## src/design/frame_pixels_to_rgb888_macros.svh

```systemverilog
// Assertion macros shared by the frame pixel converter modules
`ifndef FRAME_PIXELS_TO_RGB888_MACROS_SVH
`define FRAME_PIXELS_TO_RGB888_MACROS_SVH

// Same-cycle implication, checked outside reset
`define FPR_ASSERT(label, clk, rst, ante, cons, msg) \
  label: assert property (@(posedge clk) disable iff (rst) (ante) |-> (cons)) \
    else $error(msg);

// Next-cycle implication, checked outside reset
`define FPR_ASSERT_NEXT(label, clk, rst, ante, cons, msg) \
  label: assert property (@(posedge clk) disable iff (rst) (ante) |=> (cons)) \
    else $error(msg);

`endif

```

## src/design/fpr_pkg.sv

```systemverilog
// Types, codes and expansion tables of the frame pixel converter
package fpr_pkg;

  localparam int FORMAT_W = 2;
  localparam int WIDTH_W  = 13;
  localparam int HEIGHT_W = 13;
  localparam int PITCH_W  = 15;
  localparam int CFG_DATA_W = 15;
  localparam int CFG_INDEX_W = 2;

  localparam logic [FORMAT_W-1:0] FMT_RGB565   = 2'd0;
  localparam logic [FORMAT_W-1:0] FMT_RGB1555  = 2'd1;
  localparam logic [FORMAT_W-1:0] FMT_XRGB8888 = 2'd2;
  localparam logic [FORMAT_W-1:0] FMT_UNKNOWN  = 2'd3;

  localparam logic [CFG_INDEX_W-1:0] REG_FORMAT = 2'd0;
  localparam logic [CFG_INDEX_W-1:0] REG_WIDTH  = 2'd1;
  localparam logic [CFG_INDEX_W-1:0] REG_HEIGHT = 2'd2;
  localparam logic [CFG_INDEX_W-1:0] REG_PITCH  = 2'd3;

  localparam logic [WIDTH_W-1:0]  WIDTH_RESET  = 13'd320;
  localparam logic [HEIGHT_W-1:0] HEIGHT_RESET = 13'd240;
  localparam logic [PITCH_W-1:0]  PITCH_RESET  = 15'd640;

  localparam int QUEUE_DEPTH = 4;
  localparam int QUEUE_AW    = $clog2(QUEUE_DEPTH);

  typedef enum logic [1:0] {
    KIND_565  = 2'd0,
    KIND_1555 = 2'd1,
    KIND_8888 = 2'd2,
    KIND_BAD  = 2'd3
  } pix_kind_t;

  // One classified pixel on its way from front to back
  typedef struct packed {
    pix_kind_t   kind;
    logic [23:0] data;
    logic        row_end;
    logic        frame_end;
  } pix_rec_t;

  typedef struct packed {
    logic full;
    logic empty;
  } q_status_t;

  typedef logic [31:0][7:0] exp5_t;
  typedef logic [63:0][7:0] exp6_t;

  function automatic exp5_t build_exp5();
    exp5_t t;
    for (int i = 0; i < 32; i++) begin
      t[i] = 8'((i * 255) / 31);
    end
    return t;
  endfunction

  function automatic exp6_t build_exp6();
    exp6_t t;
    for (int i = 0; i < 64; i++) begin
      t[i] = 8'((i * 255) / 63);
    end
    return t;
  endfunction

  // v*255/31 and v*255/63, rounded down, built at elaboration
  localparam exp5_t EXP5 = build_exp5();
  localparam exp6_t EXP6 = build_exp6();

endpackage

```

## src/design/fpr_byte_if.sv

```systemverilog
// Byte channel carrying the source frame buffer
interface fpr_byte_if;
  logic       valid;
  logic       ready;
  logic [7:0] data_byte;

  modport source (output valid, output data_byte, input ready);
  modport sink   (input valid, input data_byte, output ready);
endinterface

```

## src/design/fpr_rgb_if.sv

```systemverilog
// Pixel channel carrying one RGB888 result per pixel
interface fpr_rgb_if;
  logic       valid;
  logic       ready;
  logic [7:0] red;
  logic [7:0] green;
  logic [7:0] blue;
  logic       row_end;
  logic       frame_end;
  logic       bad_format;

  modport source (output valid, output red, output green, output blue,
                  output row_end, output frame_end, output bad_format, input ready);
  modport sink   (input valid, input red, input green, input blue,
                  input row_end, input frame_end, input bad_format, output ready);
endinterface

```

## src/design/fpr_front.sv

```systemverilog
// Front end: registers, byte assembly, row and frame position tracking
module fpr_front #(
  parameter int MAX_WIDTH  = 4096,
  parameter int MAX_HEIGHT = 4096
) (
  input  logic                                clk,
  input  logic                                rst,
  input  logic                                write_enable,
  input  logic [fpr_pkg::CFG_INDEX_W-1:0]     reg_index,
  input  logic [fpr_pkg::CFG_DATA_W-1:0]      write_data,
  fpr_byte_if.sink                            pixel_in,
  input  fpr_pkg::q_status_t                  q_stat,
  output logic                                push,
  output fpr_pkg::pix_rec_t                   push_rec
);

  localparam int CAP  = 4 * MAX_WIDTH;
  localparam int WW   = $clog2(MAX_WIDTH + 1);
  localparam int HW   = $clog2(MAX_HEIGHT + 1);
  localparam int CW   = (MAX_WIDTH > 1) ? $clog2(MAX_WIDTH) : 1;
  localparam int RW   = (MAX_HEIGHT > 1) ? $clog2(MAX_HEIGHT) : 1;
  localparam int PW   = $clog2(CAP + 1);
  localparam int RBW  = $clog2(CAP);
  localparam int PXW  = (PW > fpr_pkg::PITCH_W) ? PW : fpr_pkg::PITCH_W;
  localparam int WXW  = (WW > fpr_pkg::WIDTH_W) ? WW + 1 : fpr_pkg::WIDTH_W + 1;
  localparam int HXW  = (HW > fpr_pkg::HEIGHT_W) ? HW + 1 : fpr_pkg::HEIGHT_W + 1;

  logic [fpr_pkg::FORMAT_W-1:0] pixel_format;
  logic [fpr_pkg::WIDTH_W-1:0]  frame_width;
  logic [fpr_pkg::HEIGHT_W-1:0] frame_height;
  logic [fpr_pkg::PITCH_W-1:0]  row_pitch;

  logic [23:0]    pixel_bytes;
  logic [1:0]     byte_in_pixel;
  logic [CW-1:0]  column_count;
  logic [RW-1:0]  row_count;
  logic [RBW-1:0] row_byte_count;

  logic           accept;
  logic           fmt_bad;
  logic           four;
  logic [WW-1:0]  w;
  logic [HW-1:0]  h;
  logic [PW-1:0]  row_bytes;
  logic [PXW-1:0] pitch_raw;
  logic [PW-1:0]  pitch;
  logic           last_row_byte;
  logic           padding;
  logic           pixel_last;
  logic           col_last;
  logic           row_last;

  assign pixel_in.ready = !q_stat.full;
  assign accept = pixel_in.valid && pixel_in.ready;

  always_comb begin
    fmt_bad = (pixel_format == fpr_pkg::FMT_UNKNOWN);
    four    = (pixel_format == fpr_pkg::FMT_XRGB8888);

    // Clamp width and height into 1..max
    if (frame_width == '0) begin
      w = WW'(1);
    end else if (WXW'(frame_width) > WXW'(MAX_WIDTH)) begin
      w = WW'(MAX_WIDTH);
    end else begin
      w = WW'(frame_width);
    end
    if (frame_height == '0) begin
      h = HW'(1);
    end else if (HXW'(frame_height) > HXW'(MAX_HEIGHT)) begin
      h = HW'(MAX_HEIGHT);
    end else begin
      h = HW'(frame_height);
    end

    row_bytes = four ? (PW'(w) << 2) : (PW'(w) << 1);

    // Short pitch grows to the row, long pitch is capped
    pitch_raw = (PXW'(row_pitch) < PXW'(row_bytes)) ? PXW'(row_bytes) : PXW'(row_pitch);
    pitch     = (pitch_raw > PXW'(CAP)) ? PW'(CAP) : PW'(pitch_raw);

    last_row_byte = ((PW + 1)'(row_byte_count) + (PW + 1)'(1)) >= (PW + 1)'(pitch);
    padding       = PW'(row_byte_count) >= row_bytes;
    pixel_last    = four ? (byte_in_pixel == 2'd3) : (byte_in_pixel != 2'd0);
    col_last      = ((WW + 1)'(column_count) + (WW + 1)'(1)) >= (WW + 1)'(w);
    row_last      = ((HW + 1)'(row_count) + (HW + 1)'(1)) >= (HW + 1)'(h);

    push = accept && (fmt_bad || (!padding && pixel_last));

    push_rec.row_end   = 1'b0;
    push_rec.frame_end = 1'b0;
    push_rec.data      = '0;
    case (pixel_format)
      fpr_pkg::FMT_RGB565: begin
        push_rec.kind = fpr_pkg::KIND_565;
      end
      fpr_pkg::FMT_RGB1555: begin
        push_rec.kind = fpr_pkg::KIND_1555;
      end
      fpr_pkg::FMT_XRGB8888: begin
        push_rec.kind = fpr_pkg::KIND_8888;
      end
      default: begin
        push_rec.kind = fpr_pkg::KIND_BAD;
      end
    endcase
    if (!fmt_bad) begin
      push_rec.data      = four ? pixel_bytes : {8'h00, pixel_in.data_byte, pixel_bytes[7:0]};
      push_rec.row_end   = col_last;
      push_rec.frame_end = col_last && row_last;
    end
  end

  always_ff @(posedge clk) begin
    if (rst) begin
      pixel_format   <= fpr_pkg::FMT_RGB565;
      frame_width    <= fpr_pkg::WIDTH_RESET;
      frame_height   <= fpr_pkg::HEIGHT_RESET;
      row_pitch      <= fpr_pkg::PITCH_RESET;
      pixel_bytes    <= '0;
      byte_in_pixel  <= '0;
      column_count   <= '0;
      row_count      <= '0;
      row_byte_count <= '0;
    end else if (write_enable) begin
      case (reg_index)
        fpr_pkg::REG_FORMAT: pixel_format <= write_data[fpr_pkg::FORMAT_W-1:0];
        fpr_pkg::REG_WIDTH:  frame_width  <= write_data[fpr_pkg::WIDTH_W-1:0];
        fpr_pkg::REG_HEIGHT: frame_height <= write_data[fpr_pkg::HEIGHT_W-1:0];
        fpr_pkg::REG_PITCH:  row_pitch    <= write_data[fpr_pkg::PITCH_W-1:0];
        default: row_pitch <= row_pitch;
      endcase
      // Restart the frame on any register write
      pixel_bytes    <= '0;
      byte_in_pixel  <= '0;
      column_count   <= '0;
      row_count      <= '0;
      row_byte_count <= '0;
    end else if (accept && !fmt_bad) begin
      if (padding || pixel_last) begin
        if (!padding) begin
          pixel_bytes   <= '0;
          byte_in_pixel <= '0;
          column_count  <= col_last ? '0 : column_count + CW'(1);
        end
        if (last_row_byte) begin
          row_byte_count <= '0;
          row_count      <= row_last ? '0 : row_count + RW'(1);
        end else begin
          row_byte_count <= row_byte_count + RBW'(1);
        end
      end else begin
        case (byte_in_pixel)
          2'd0:    pixel_bytes[7:0]   <= pixel_in.data_byte;
          2'd1:    pixel_bytes[15:8]  <= pixel_in.data_byte;
          default: pixel_bytes[23:16] <= pixel_in.data_byte;
        endcase
        byte_in_pixel  <= byte_in_pixel + 2'd1;
        row_byte_count <= row_byte_count + RBW'(1);
      end
    end
  end

endmodule

```

## src/design/fpr_queue.sv

```systemverilog
// Short queue of classified pixels between front and back
`include "frame_pixels_to_rgb888_macros.svh"

module fpr_queue (
  input  logic                clk,
  input  logic                rst,
  input  logic                push,
  input  fpr_pkg::pix_rec_t   push_rec,
  input  logic                pop,
  output fpr_pkg::pix_rec_t   pop_rec,
  output fpr_pkg::q_status_t  q_stat
);

  fpr_pkg::pix_rec_t entries [fpr_pkg::QUEUE_DEPTH];

  logic [fpr_pkg::QUEUE_AW-1:0] wr_ptr;
  logic [fpr_pkg::QUEUE_AW-1:0] rd_ptr;
  logic [fpr_pkg::QUEUE_AW:0]   count;

  assign q_stat.full  = (count == (fpr_pkg::QUEUE_AW + 1)'(fpr_pkg::QUEUE_DEPTH));
  assign q_stat.empty = (count == '0);
  assign pop_rec      = entries[rd_ptr];

  always_ff @(posedge clk) begin
    if (push) begin
      entries[wr_ptr] <= push_rec;
    end
  end

  always_ff @(posedge clk) begin
    if (rst) begin
      wr_ptr <= '0;
      rd_ptr <= '0;
      count  <= '0;
    end else begin
      if (push) begin
        wr_ptr <= wr_ptr + fpr_pkg::QUEUE_AW'(1);
      end
      if (pop) begin
        rd_ptr <= rd_ptr + fpr_pkg::QUEUE_AW'(1);
      end
      case ({push, pop})
        2'b10:   count <= count + (fpr_pkg::QUEUE_AW + 1)'(1);
        2'b01:   count <= count - (fpr_pkg::QUEUE_AW + 1)'(1);
        default: count <= count;
      endcase
    end
  end

  `FPR_ASSERT(a_no_push_full, clk, rst, push && q_stat.full, 1'b0, "pixel queue overrun")
  `FPR_ASSERT(a_no_pop_empty, clk, rst, pop && q_stat.empty, 1'b0, "pixel queue underrun")

endmodule

```

## src/design/fpr_back.sv

```systemverilog
// Back end: component expansion and the registered result stage
`include "frame_pixels_to_rgb888_macros.svh"

module fpr_back (
  input  logic                clk,
  input  logic                rst,
  input  fpr_pkg::pix_rec_t   pop_rec,
  input  fpr_pkg::q_status_t  q_stat,
  output logic                pop,
  fpr_rgb_if.source           rgb_out
);

  logic [7:0] red_next;
  logic [7:0] green_next;
  logic [7:0] blue_next;
  logic       bad_next;

  // Take the next pixel whenever the result register is free or being drained
  assign pop = !q_stat.empty && (!rgb_out.valid || rgb_out.ready);

  always_comb begin
    bad_next = 1'b0;
    case (pop_rec.kind)
      fpr_pkg::KIND_565: begin
        red_next   = fpr_pkg::EXP5[pop_rec.data[15:11]];
        green_next = fpr_pkg::EXP6[pop_rec.data[10:5]];
        blue_next  = fpr_pkg::EXP5[pop_rec.data[4:0]];
      end
      fpr_pkg::KIND_1555: begin
        red_next   = fpr_pkg::EXP5[pop_rec.data[14:10]];
        green_next = fpr_pkg::EXP5[pop_rec.data[9:5]];
        blue_next  = fpr_pkg::EXP5[pop_rec.data[4:0]];
      end
      fpr_pkg::KIND_8888: begin
        red_next   = pop_rec.data[23:16];
        green_next = pop_rec.data[15:8];
        blue_next  = pop_rec.data[7:0];
      end
      default: begin
        red_next   = 8'h00;
        green_next = 8'h00;
        blue_next  = 8'h00;
        bad_next   = 1'b1;
      end
    endcase
  end

  always_ff @(posedge clk) begin
    if (rst) begin
      rgb_out.valid <= 1'b0;
    end else if (pop) begin
      rgb_out.valid <= 1'b1;
    end else if (rgb_out.ready) begin
      rgb_out.valid <= 1'b0;
    end
  end

  always_ff @(posedge clk) begin
    if (pop) begin
      rgb_out.red        <= red_next;
      rgb_out.green      <= green_next;
      rgb_out.blue       <= blue_next;
      rgb_out.row_end    <= pop_rec.row_end;
      rgb_out.frame_end  <= pop_rec.frame_end;
      rgb_out.bad_format <= bad_next;
    end
  end

  `FPR_ASSERT(a_bad_is_blank, clk, rst, rgb_out.valid && rgb_out.bad_format,
    rgb_out.red == 8'h00 && rgb_out.green == 8'h00 && rgb_out.blue == 8'h00 &&
    !rgb_out.row_end && !rgb_out.frame_end, "bad format result not blank")
  `FPR_ASSERT(a_frame_end_row_end, clk, rst, rgb_out.valid && rgb_out.frame_end,
    rgb_out.row_end, "frame end without row end")
  `FPR_ASSERT_NEXT(a_pop_fills, clk, rst, pop, rgb_out.valid, "popped pixel not presented")

endmodule

```

## src/design/frame_pixels_to_rgb888.sv

```systemverilog
// Top level of the frame buffer byte stream to RGB888 pixel converter
//
// Use:
//   pixel_in  - byte channel (valid/ready/data_byte) carrying the frame buffer
//               in memory order; a transaction moves one byte.
//   rgb_out   - pixel channel carrying red/green/blue plus row_end, frame_end
//               and bad_format; one transaction per completed pixel or per bad-format byte.
//   write_enable/reg_index/write_data - register writes (format, width,
//               height, pitch); any write restarts the frame. Write only while
//               the block is idle.
// Throughput: one byte per cycle while the queue is not full; bytes are taken while earlier
//   pixels still sit in the queue or the output register.
// Path: the edge that accepts a pixel's last byte writes the pixel into the
//   queue; it then loads into the result register once that register is free
//   or being drained, and is presented on rgb_out from there.
// Reset: registers return to RGB565, 320 x 240, pitch 640; position counters,
//   queue and output valid clear.
// Receiver stall: the result register holds; the four-entry queue fills, and
//   once it is full pixel_in.ready drops until the receiver drains it.
module frame_pixels_to_rgb888 #(
  parameter int MAX_WIDTH  = 4096,
  parameter int MAX_HEIGHT = 4096
) (
  input  logic                            clk,
  input  logic                            rst,
  input  logic                            write_enable,
  input  logic [fpr_pkg::CFG_INDEX_W-1:0] reg_index,
  input  logic [fpr_pkg::CFG_DATA_W-1:0]  write_data,
  fpr_byte_if.sink                        pixel_in,
  fpr_rgb_if.source                       rgb_out
);

  // Front to queue, queue to back
  logic               push;
  logic               pop;
  fpr_pkg::pix_rec_t  push_rec;
  fpr_pkg::pix_rec_t  pop_rec;
  fpr_pkg::q_status_t q_stat;

  // Classify bytes, assemble pixels and track row and frame position
  fpr_front #(
    .MAX_WIDTH  (MAX_WIDTH),
    .MAX_HEIGHT (MAX_HEIGHT)
  ) u_front (
    .clk          (clk),
    .rst          (rst),
    .write_enable (write_enable),
    .reg_index    (reg_index),
    .write_data   (write_data),
    .pixel_in     (pixel_in),
    .q_stat       (q_stat),
    .push         (push),
    .push_rec     (push_rec)
  );

  // Decouple the two sides so each can stall on its own
  fpr_queue u_queue (
    .clk      (clk),
    .rst      (rst),
    .push     (push),
    .push_rec (push_rec),
    .pop      (pop),
    .pop_rec  (pop_rec),
    .q_stat   (q_stat)
  );

  // Expand components and hold the result for the receiver
  fpr_back u_back (
    .clk     (clk),
    .rst     (rst),
    .pop_rec (pop_rec),
    .q_stat  (q_stat),
    .pop     (pop),
    .rgb_out (rgb_out)
  );

endmodule
```

## src/flat_wrapper.sv

```systemverilog
// flat-port wrapper written by rule: the top's interface ports become plain ports
module frame_pixels_to_rgb888_flat 
#(
  parameter int MAX_WIDTH  = 4096,
  parameter int MAX_HEIGHT = 4096
)
  (clk, rst, write_enable, reg_index, write_data, pixel_in_valid, pixel_in_data_byte, pixel_in_ready, rgb_out_valid, rgb_out_red, rgb_out_green, rgb_out_blue, rgb_out_row_end, rgb_out_frame_end, rgb_out_bad_format, rgb_out_ready);
  fpr_byte_if pixel_in_i ();
  fpr_rgb_if rgb_out_i ();
  input  logic clk;
  input  logic rst;
  input  logic write_enable;
  input  logic [fpr_pkg::CFG_INDEX_W-1:0] reg_index;
  input  logic [fpr_pkg::CFG_DATA_W-1:0] write_data;
  input wire logic [$bits(pixel_in_i.valid)-1:0] pixel_in_valid;
  input wire logic [$bits(pixel_in_i.data_byte)-1:0] pixel_in_data_byte;
  output wire logic [$bits(pixel_in_i.ready)-1:0] pixel_in_ready;
  output wire logic [$bits(rgb_out_i.valid)-1:0] rgb_out_valid;
  output wire logic [$bits(rgb_out_i.red)-1:0] rgb_out_red;
  output wire logic [$bits(rgb_out_i.green)-1:0] rgb_out_green;
  output wire logic [$bits(rgb_out_i.blue)-1:0] rgb_out_blue;
  output wire logic [$bits(rgb_out_i.row_end)-1:0] rgb_out_row_end;
  output wire logic [$bits(rgb_out_i.frame_end)-1:0] rgb_out_frame_end;
  output wire logic [$bits(rgb_out_i.bad_format)-1:0] rgb_out_bad_format;
  input wire logic [$bits(rgb_out_i.ready)-1:0] rgb_out_ready;
  assign pixel_in_i.valid = pixel_in_valid;
  assign pixel_in_i.data_byte = pixel_in_data_byte;
  assign pixel_in_ready = pixel_in_i.ready;
  assign rgb_out_valid = rgb_out_i.valid;
  assign rgb_out_red = rgb_out_i.red;
  assign rgb_out_green = rgb_out_i.green;
  assign rgb_out_blue = rgb_out_i.blue;
  assign rgb_out_row_end = rgb_out_i.row_end;
  assign rgb_out_frame_end = rgb_out_i.frame_end;
  assign rgb_out_bad_format = rgb_out_i.bad_format;
  assign rgb_out_i.ready = rgb_out_ready;
  frame_pixels_to_rgb888 #(.MAX_WIDTH(MAX_WIDTH), .MAX_HEIGHT(MAX_HEIGHT)) u_core (.clk(clk), .rst(rst), .write_enable(write_enable), .reg_index(reg_index), .write_data(write_data), .pixel_in(pixel_in_i), .rgb_out(rgb_out_i));
endmodule
```

## config.mk

```make
export PLATFORM = sky130hd
export DESIGN_NAME = frame_pixels_to_rgb888_flat
export DESIGN_NICKNAME = d
export VERILOG_FILES = /design/src/design/fpr_pkg.sv /design/src/design/fpr_byte_if.sv /design/src/design/fpr_rgb_if.sv /design/src/design/fpr_front.sv /design/src/design/fpr_queue.sv /design/src/design/fpr_back.sv /design/src/design/frame_pixels_to_rgb888.sv /design/src/flat_wrapper.sv
export VERILOG_INCLUDE_DIRS = /design/src /design/src/design
export SDC_FILE = /design/constraint.sdc
export NUM_CORES = 1
export LEC_CHECK = 0
export ABC_AREA = 0
export BUFFER_PORTS_ARGS = -buffer_cell sky130_fd_sc_hd__buf_2
export CAP_MARGIN = 10
export CORE_ASPECT_RATIO = 0.7
export CORE_MARGIN = 2
export CORE_UTILIZATION = 50
export DETAILED_ROUTE_END_ITERATION = 16
export PLACE_DENSITY = 0.68
export SLEW_MARGIN = 0
export SYNTH_ARGS = -nofsm -noshare
export SYNTH_HDL_FRONTEND = slang
export SYNTH_SLANG_ARGS = --single-unit
```

## constraint.sdc

```tcl
create_clock -name clk -period 13.55 [get_ports clk]
set_input_delay 2.0325 -clock clk [delete_from_list [all_inputs] [get_ports clk]]
set_output_delay 2.0325 -clock clk [all_outputs]
set_load 0.01 [all_outputs]
```

==> impl_metrics.py, run 1 <==
metrics = {
    "status": {
        "status": "finished, final reports clean",
    },
    "hold_path": {
        "holdCritPathClass": "reg -> reg",
    },
    "clock_tree": {
        "numCtsBuffers": 25,
        "cts_root_buf": "clkbuf_16",
        "clk_latency_ps": 540,
        "ctsResizeCount": 0,
        "clkTransAtPathRegs_ps": 70,
        "cts_setup_buffers": 0,
        "clkSinkCount": 256,
        "cts_tree": "built",
        "htreeDepth": 1,
        "cts.path.max_buffers": 3,
        "hold_buffers": 0,
    },
    "sta": {
        "grt_setup_unrepaired": "false",
        "timing.setup.tns_ps": 0,
        "slew_headroom_pct": 27.5,
        "post-route-period-util_pct": 50.5,
        "finalSetupViolations": 0,
        "hold_viol": 0,
        "holdWs_ps": 461,
        "drv_slew": 0,
        "tightest_slew_ps": 1090,
        "fin_skew_ps": 17.8,
        "min_period_ps": 6840,
        "fmax_mhz": 146,
    },
    "setup_path": {
        "path_cells": "nand2b_1, nor2_1, inv_1, ha_1, nand4_1, a21oi_1, a221oi_1, o31a_1, mux2_2, ha_1, nand3_1, a211oi_1, o211ai_1, and2_1, nor2_1, o21ai_0, a32o_1",
        "critPathBufInv": 1,
        "cpLargestDelayFamily": "simple AND/OR/NAND/NOR gates",
        "crit_type": "reg -> reg",
        "crit_required_ps": 13960,
        "cp-end-kind": "register",
        "cp-start-kind": "register",
        "max_stage_delay_ps": 810,
        "arrival_ps": 7260,
        "critPathSlowestCell": "dfxtp_1",
        "path_max_fanout": 25,
    },
    "cells_and_area": {
        "multi_input_area_mm2": 0.00636,
        "nets": 1416,
        "fillers": 2236,
        "area_growth_pct": 10.4,
        "fin_util_pct": 56.7,
        "diodes": 0,
        "drive_gt1_share_pct": 13.2,
        "regArea_mm2": 0.00652,
        "stdcell_area_mm2": 0.0147,
    },
    "pwr": {
        "pwr-share-comb_pct": 23.4,
        "clkPwrFrac_pct": 33.0,
        "pwr-share-seq_pct": 43.6,
        "sw_frac_of_total_pct": 30.1,
        "internal_power_uw": 1490,
        "p_sw_uw": 642,
        "ir_drop_mv": 0.0970,
        "powerDensity_mw_per_mm2": 145,
        "leakagePower_uw": 0.00548,
    },
    "placement": {
        "gp_congestion": 0.992,
        "dpl.hpwl_mm": 23.9,
        "placed_cell_area_mm2": 0.0139,
        "io_buffers": 58,
    },
    "synthesis": {
        "synth_top_area_share_pct": 31.4,
        "netlist_top_cells_count": "nand2_1, edfxtp_1, dfxtp_1, a21oi_1, ha_1",
        "synth_area_per_cell_um2": 10.4,
        "async_reset_ff_share_pct": 0,
        "yosysSeqAreaShare_pct": 49.0,
        "synth.most_common_cell": "nand2_1",
        "ys_ff_latch": 256,
        "syn_area_mm2": 0.0133,
        "synthCells": 1280,
        "synth_area_leaders": "edfxtp_1, dfxtp_1, ha_1",
        "synthesis.nets": 1385,
        "synth_ff_type": "edfxtp_1",
        "synth_area_leader_cell": "edfxtp_1",
        "synth_edf_count": 139,
        "yosys.cell_types.count": 71,
        "synth_warnings": 0,
    },
    "global_routing": {
        "grt_pass1_wl_mm": 53.4,
        "grt_max_degree": 57,
        "grt_pass1_vias": 9599,
        "grt_usage_pct": 24.4,
        "grt.overflow.total": 0,
        "antenna_found_initial": 0,
    },
    "drt": {
        "drt_iter0_drc": 1035,
        "wl_per_cell_um": 19.8,
        "finalWirelength_mm": 33.4,
        "vias_per_cell": 6.03,
        "routed.top_layer": "met4",
        "vias": 10200,
        "wl_met3_mm": 2.97,
        "ant_nets": 0,
        "route.detailed.drc": 0,
        "firstDrtPassIters": 6,
        "wl_met1_mm": 16.6,
        "dr_wl_met2_mm": 13.4,
    },
    "floorplanning": {
        "core_area_mm2": 0.0259,
        "floorplan.initialDensity_pct": 51.3,
        "rows": 49,
        "pin_count": 59,
        "dieArea_mm2": 0.0280,
        "chipHeight_um": 141,
        "fp.dieW_um": 199,
    },
    "job": {
        "max_cap_viol_count": 0,
    },
}
==> final timing paths <==
kind                                       start                             end  slack [ps]  cells after the start
hold / removal    u_core.u_front.frame_height[0]  u_core.u_front.frame_height[0]         460                      2
setup reg to reg  u_core.u_front.pixel_format[1]     u_core.u_front.row_count[3]        6710                     17
setup / recovery  u_core.u_front.pixel_format[1]     u_core.u_front.row_count[3]        6710                     17
hold reg to reg   u_core.u_front.frame_height[0]  u_core.u_front.frame_height[0]         460                      2
==> logic make-up after synthesis <==
kind of cell | Yosys count | share of synthesized area [%]
and+or+nand+nor | 440 | 15.8
adders and majority gates | 77 | 7.26
muxes | 62 | 7.27
AOI/OAI and AO/OA | 295 | 14.9
xor gates and xnor gates | 37 | 2.43
buffers and inverters | 113 | 3.36
DFF | 256 | 49.0
==> per-layer routing <==
metal  GRT usage (%)  vias up
li1                -     4826
met1            39.7     4900
met2            34.2      409
met3            3.97       32
met4            4.12        0
met5               0        -
==> metrics by stage <==
stage          setup slack (ps)  std cells  power (uW)
4_1_cts                    6840       1687        2140
6_report                   6710       1687        2130
2_1_floorplan              8450       1280        1300
3_3_place_gp               7000       1641        1430
3_5_place_dp               6870       1641        1440
5_1_grt                    6110       1687        2230
==> worst min-delay path: stages (launching register included) <==
cell,delay (ps)
dfxtp_1,310
nand2_1,50
a21oi_1,50
==> power by group through the flow <==
stage                     registers (uW)  clock network, uW  logic (uW)
after floorplan                      967                  0         329
after global placement               945                  0         488
after detailed placement             947                  0         496
after CTS                            931                715         498
after global routing                 937                743         552
final                                930                705         500
==> registers in the layout, summed over array words and instances, names as in the netlist, named ones only <==
register	flops
u_core.u_back.rgb_out.bad_format	1
u_core.u_back.rgb_out.blue	8
u_core.u_back.rgb_out.frame_end	1
u_core.u_back.rgb_out.green	8
u_core.u_back.rgb_out.red	8
u_core.u_back.rgb_out.row_end	1
u_core.u_back.rgb_out.valid	1
u_core.u_front.byte_in_pixel	2
u_core.u_front.column_count	12
u_core.u_front.frame_height	13
u_core.u_front.frame_width	13
u_core.u_front.pixel_bytes	24
u_core.u_front.pixel_format	2
u_core.u_front.row_byte_count	14
u_core.u_front.row_count	12
u_core.u_front.row_pitch	15
u_core.u_queue.count	3
u_core.u_queue.entries	112
u_core.u_queue.rd_ptr	2
u_core.u_queue.wr_ptr	2
==> area by class of cell <==
class,count,area share [%]
tap,357,3.04
clock buffer,27,4.31
inverter,49,1.25
sequential,256,44.3
clock inverter,19,1.29
multi-input combinational,911,43.3
timing repair buffer,68,2.49
==> layout by cell type (no fill, tap or decap), types with 13 or more instances in the layout <==
cell and count:
inv_1 49, edfxtp_1 139, nor2_1 70, xor2_1 16, nand3_1 35, dfxtp_1 116, o21ai_0 36, nand4_1 19
mux2i_1 19, nor3_1 22, nand2_1 190, a21oi_1 88, xnor2_1 21, mux4_2 23, ha_1 74, a32o_1 27
mux2_2 13, and2_1 14, o22ai_1 36, buf_2 58, and3_1 22, clkbuf_16 25
(Power assumes the default switching activity.)
==> run 2, diff against run 1 <==
--- a/config.mk
+++ b/config.mk
@@ -13,7 +13,7 @@
 export CORE_MARGIN = 2
 export CORE_UTILIZATION = 50
 export DETAILED_ROUTE_END_ITERATION = 16
-export PLACE_DENSITY = 0.68
+export PLACE_DENSITY = 0.7
 export SLEW_MARGIN = 0
 export SYNTH_ARGS = -nofsm -noshare
 export SYNTH_HDL_FRONTEND = slang
==> constraint.sdc (replaced) <==
create_clock -name clk -period 6.1 [get_ports clk]
set_input_delay 0.915 -clock clk [delete_from_list [all_inputs] [get_ports clk]]
set_output_delay 0.915 -clock clk [all_outputs]
set_load 0.01 [all_outputs]
==> run 2 against run 1 <==
Fmax is 24% higher. Final area is 1.1% higher. Worst hold slack better by 6.5 ps. Die area stayed put. Count of clock-buffer cells in the layout is 9 higher. Via count is 0.23% higher. Largest cell class unchanged. Largest power group unchanged. Highest routed layer unchanged.
==> impl_metrics.py, run 2 (synthesis gave the netlist of run 1 again) <==
metrics = {
    "status": {
        "status": "finished, final reports clean",
    },
    "clock_tree": {
        "cts_root_buf": "clkbuf_16",
        "clkTransAtPathRegs_ps": 60,
        "cts_setup_buffers": 0,
        "hold_buffers": 0,
        "clkSinkCount": 256,
        "htreeDepth": 1,
        "clk_latency_ps": 530,
        "cts.path.max_buffers": 3,
        "numCtsBuffers": 26,
        "cts_tree": "built",
    },
    "sta": {
        "grt_setup_unrepaired": "false",
        "finalSetupViolations": 0,
        "tightest_slew_ps": 1180,
        "fin_skew_ps": 9.22,
        "setup_slack_ps": 574,
        "drv_slew": 0,
        "timing.setup.tns_ps": 0,
        "post-route-period-util_pct": 90.6,
        "slew_headroom_pct": 21.2,
        "hold_viol": 0,
        "min_period_ps": 5530,
        "fmax_mhz": 181,
    },
    "cells_and_area": {
        "final_cell_mix": "nand2_1, edfxtp_1, dfxtp_1",
        "largestRegisters": "u_core.u_queue.entries (112), u_core.u_front.pixel_bytes (24), u_core.u_front.row_pitch (15)",
        "largest_reg_flops": 112,
        "fillers": 2206,
        "multi_input_area_mm2": 0.00637,
        "area_growth_pct": 11.6,
        "regMostFlops": "u_core.u_queue.entries",
        "regArea_mm2": 0.00652,
        "fin_util_pct": 57.3,
        "drive_gt1_share_pct": 13.9,
        "final_common_cell": "nand2_1",
        "nets": 1425,
    },
    "drt": {
        "finalWirelength_mm": 32.8,
        "wl_per_cell_um": 19.3,
        "ant_nets": 0,
        "route.detailed.drc": 0,
        "vias": 10200,
        "firstDrtPassIters": 5,
        "drt_iter0_drc": 1207,
        "vias_per_cell": 6.00,
    },
    "setup_path": {
        "cp-start-kind": "register",
        "max_stage_delay_ps": 490,
        "path_common_cell": "a21oi_1",
        "critPathBufInv": 1,
        "arrival_ps": 6000,
        "path_max_fanout": 14,
        "crit_type": "reg -> reg",
        "critPathSlowestCell": "a21oi_2",
        "cp-end-kind": "register",
        "worst-path-stages": 18,
        "cpLargestDelayFamily": "compound AO/OA/AOI/OAI gates",
        "rr_worst_depth": 18,
        "path_cells": "inv_1, nand2_1, nor2_1, a21oi_1, ha_1, a21oi_1, a21oi_1, a221oi_1, o31a_2, mux2_4, ha_1, o21ai_0, a211oi_1, o211ai_1, a211oi_1, o21ai_1, a21oi_2, a32o_1",
        "crit_required_ps": 6570,
    },
    "floorplanning": {
        "chipHeight_um": 141,
        "floorplan.initialDensity_pct": 51.3,
        "core_area_mm2": 0.0259,
        "dieArea_mm2": 0.0280,
        "fp.dieW_um": 199,
        "rows": 49,
        "pin_count": 59,
    },
    "pwr": {
        "p_total_uw": 4860,
        "leakagePower_uw": 0.00557,
        "ir_drop_mv": 0.240,
        "powerDensity_mw_per_mm2": 327,
    },
    "global_routing": {
        "grt_max_degree": 57,
        "grt_pass1_vias": 9307,
        "grt.overflow.total": 0,
        "grt_pass1_wl_mm": 51.9,
        "antenna_found_initial": 1,
        "grt_usage_pct": 23.7,
    },
    "placement": {
        "pre_cts_ws_ps": 329,
        "dpl.hpwl_mm": 23.2,
        "io_buffers": 58,
        "gp_congestion": 0.948,
    },
    "hold_path": {
        "min_delay_path_depth": 2,
        "holdCritPathClass": "reg -> reg",
    },
    "job": {
        "max_cap_viol_count": 0,
    },
}
-- run 2: cell type report --
| cell class | count | share of cell area, % |
|---|---|---|
| diodes | 1 | 0.0168 |
| clock buffers | 36 | 4.97 |
| clock inverters | 12 | 1.18 |
| inverters | 49 | 1.24 |
| multi-input cells | 911 | 42.9 |
| flip-flops and latches | 256 | 43.9 |
| well taps | 357 | 3.01 |
| repair buffers | 76 | 2.86 |
-- run 2: final timing paths --
path                                                startpoint                             end  slack (ps)
worst min register to register  u_core.u_front.frame_height[0]  u_core.u_front.frame_height[0]         470
worst max register to register  u_core.u_front.frame_width[12]     u_core.u_front.row_count[8]         570
worst min-delay path            u_core.u_front.frame_height[0]  u_core.u_front.frame_height[0]         470
worst max-delay path            u_core.u_front.frame_width[12]     u_core.u_front.row_count[8]         570
-- run 2: metrics by stage --
stage	std cells	hold slack (ps)	area [um^2]
6_report	1698	468	14900
5_1_grt	1697	484	14900
2_1_floorplan	1280	434	13300
4_1_cts	1697	466	14800
3_3_place_gp	1649	449	13900
3_5_place_dp	1649	453	13900
-- run 2: per-layer routing --
layer | part of all wire (%) | vias to the layer above | global-route usage (%)
met1 | 49 | 4880 | 37.9
met3 | 8.8 | 46 | 5.06
met2 | 40 | 410 | 32.8
met5 | 0 | - | 0
met4 | 1.7 | 0 | 4.56
li1 | - | 4854 | -
-- run 2: repair_timing --
| item | in CTS | in global routing |
|---|---|---|
| endpoints found under the hold margin | 0 | 0 |
| setup endpoints to repair | 0 | 18 |
| resized for setup | 0 | 2 |
-- run 2: report_power, final --
group | switching [uW] | total, uW | internal, uW
clock | 661 | 1680 | 1020
sequential | 79.1 | 2090 | 2010
combinational | 672 | 1100 | 425
-- run 2: tightest hold or removal path: stages (launching register included) --
cell and delay, ps:
dfxtp_1 320, nand2_1 50, a21oi_1 50
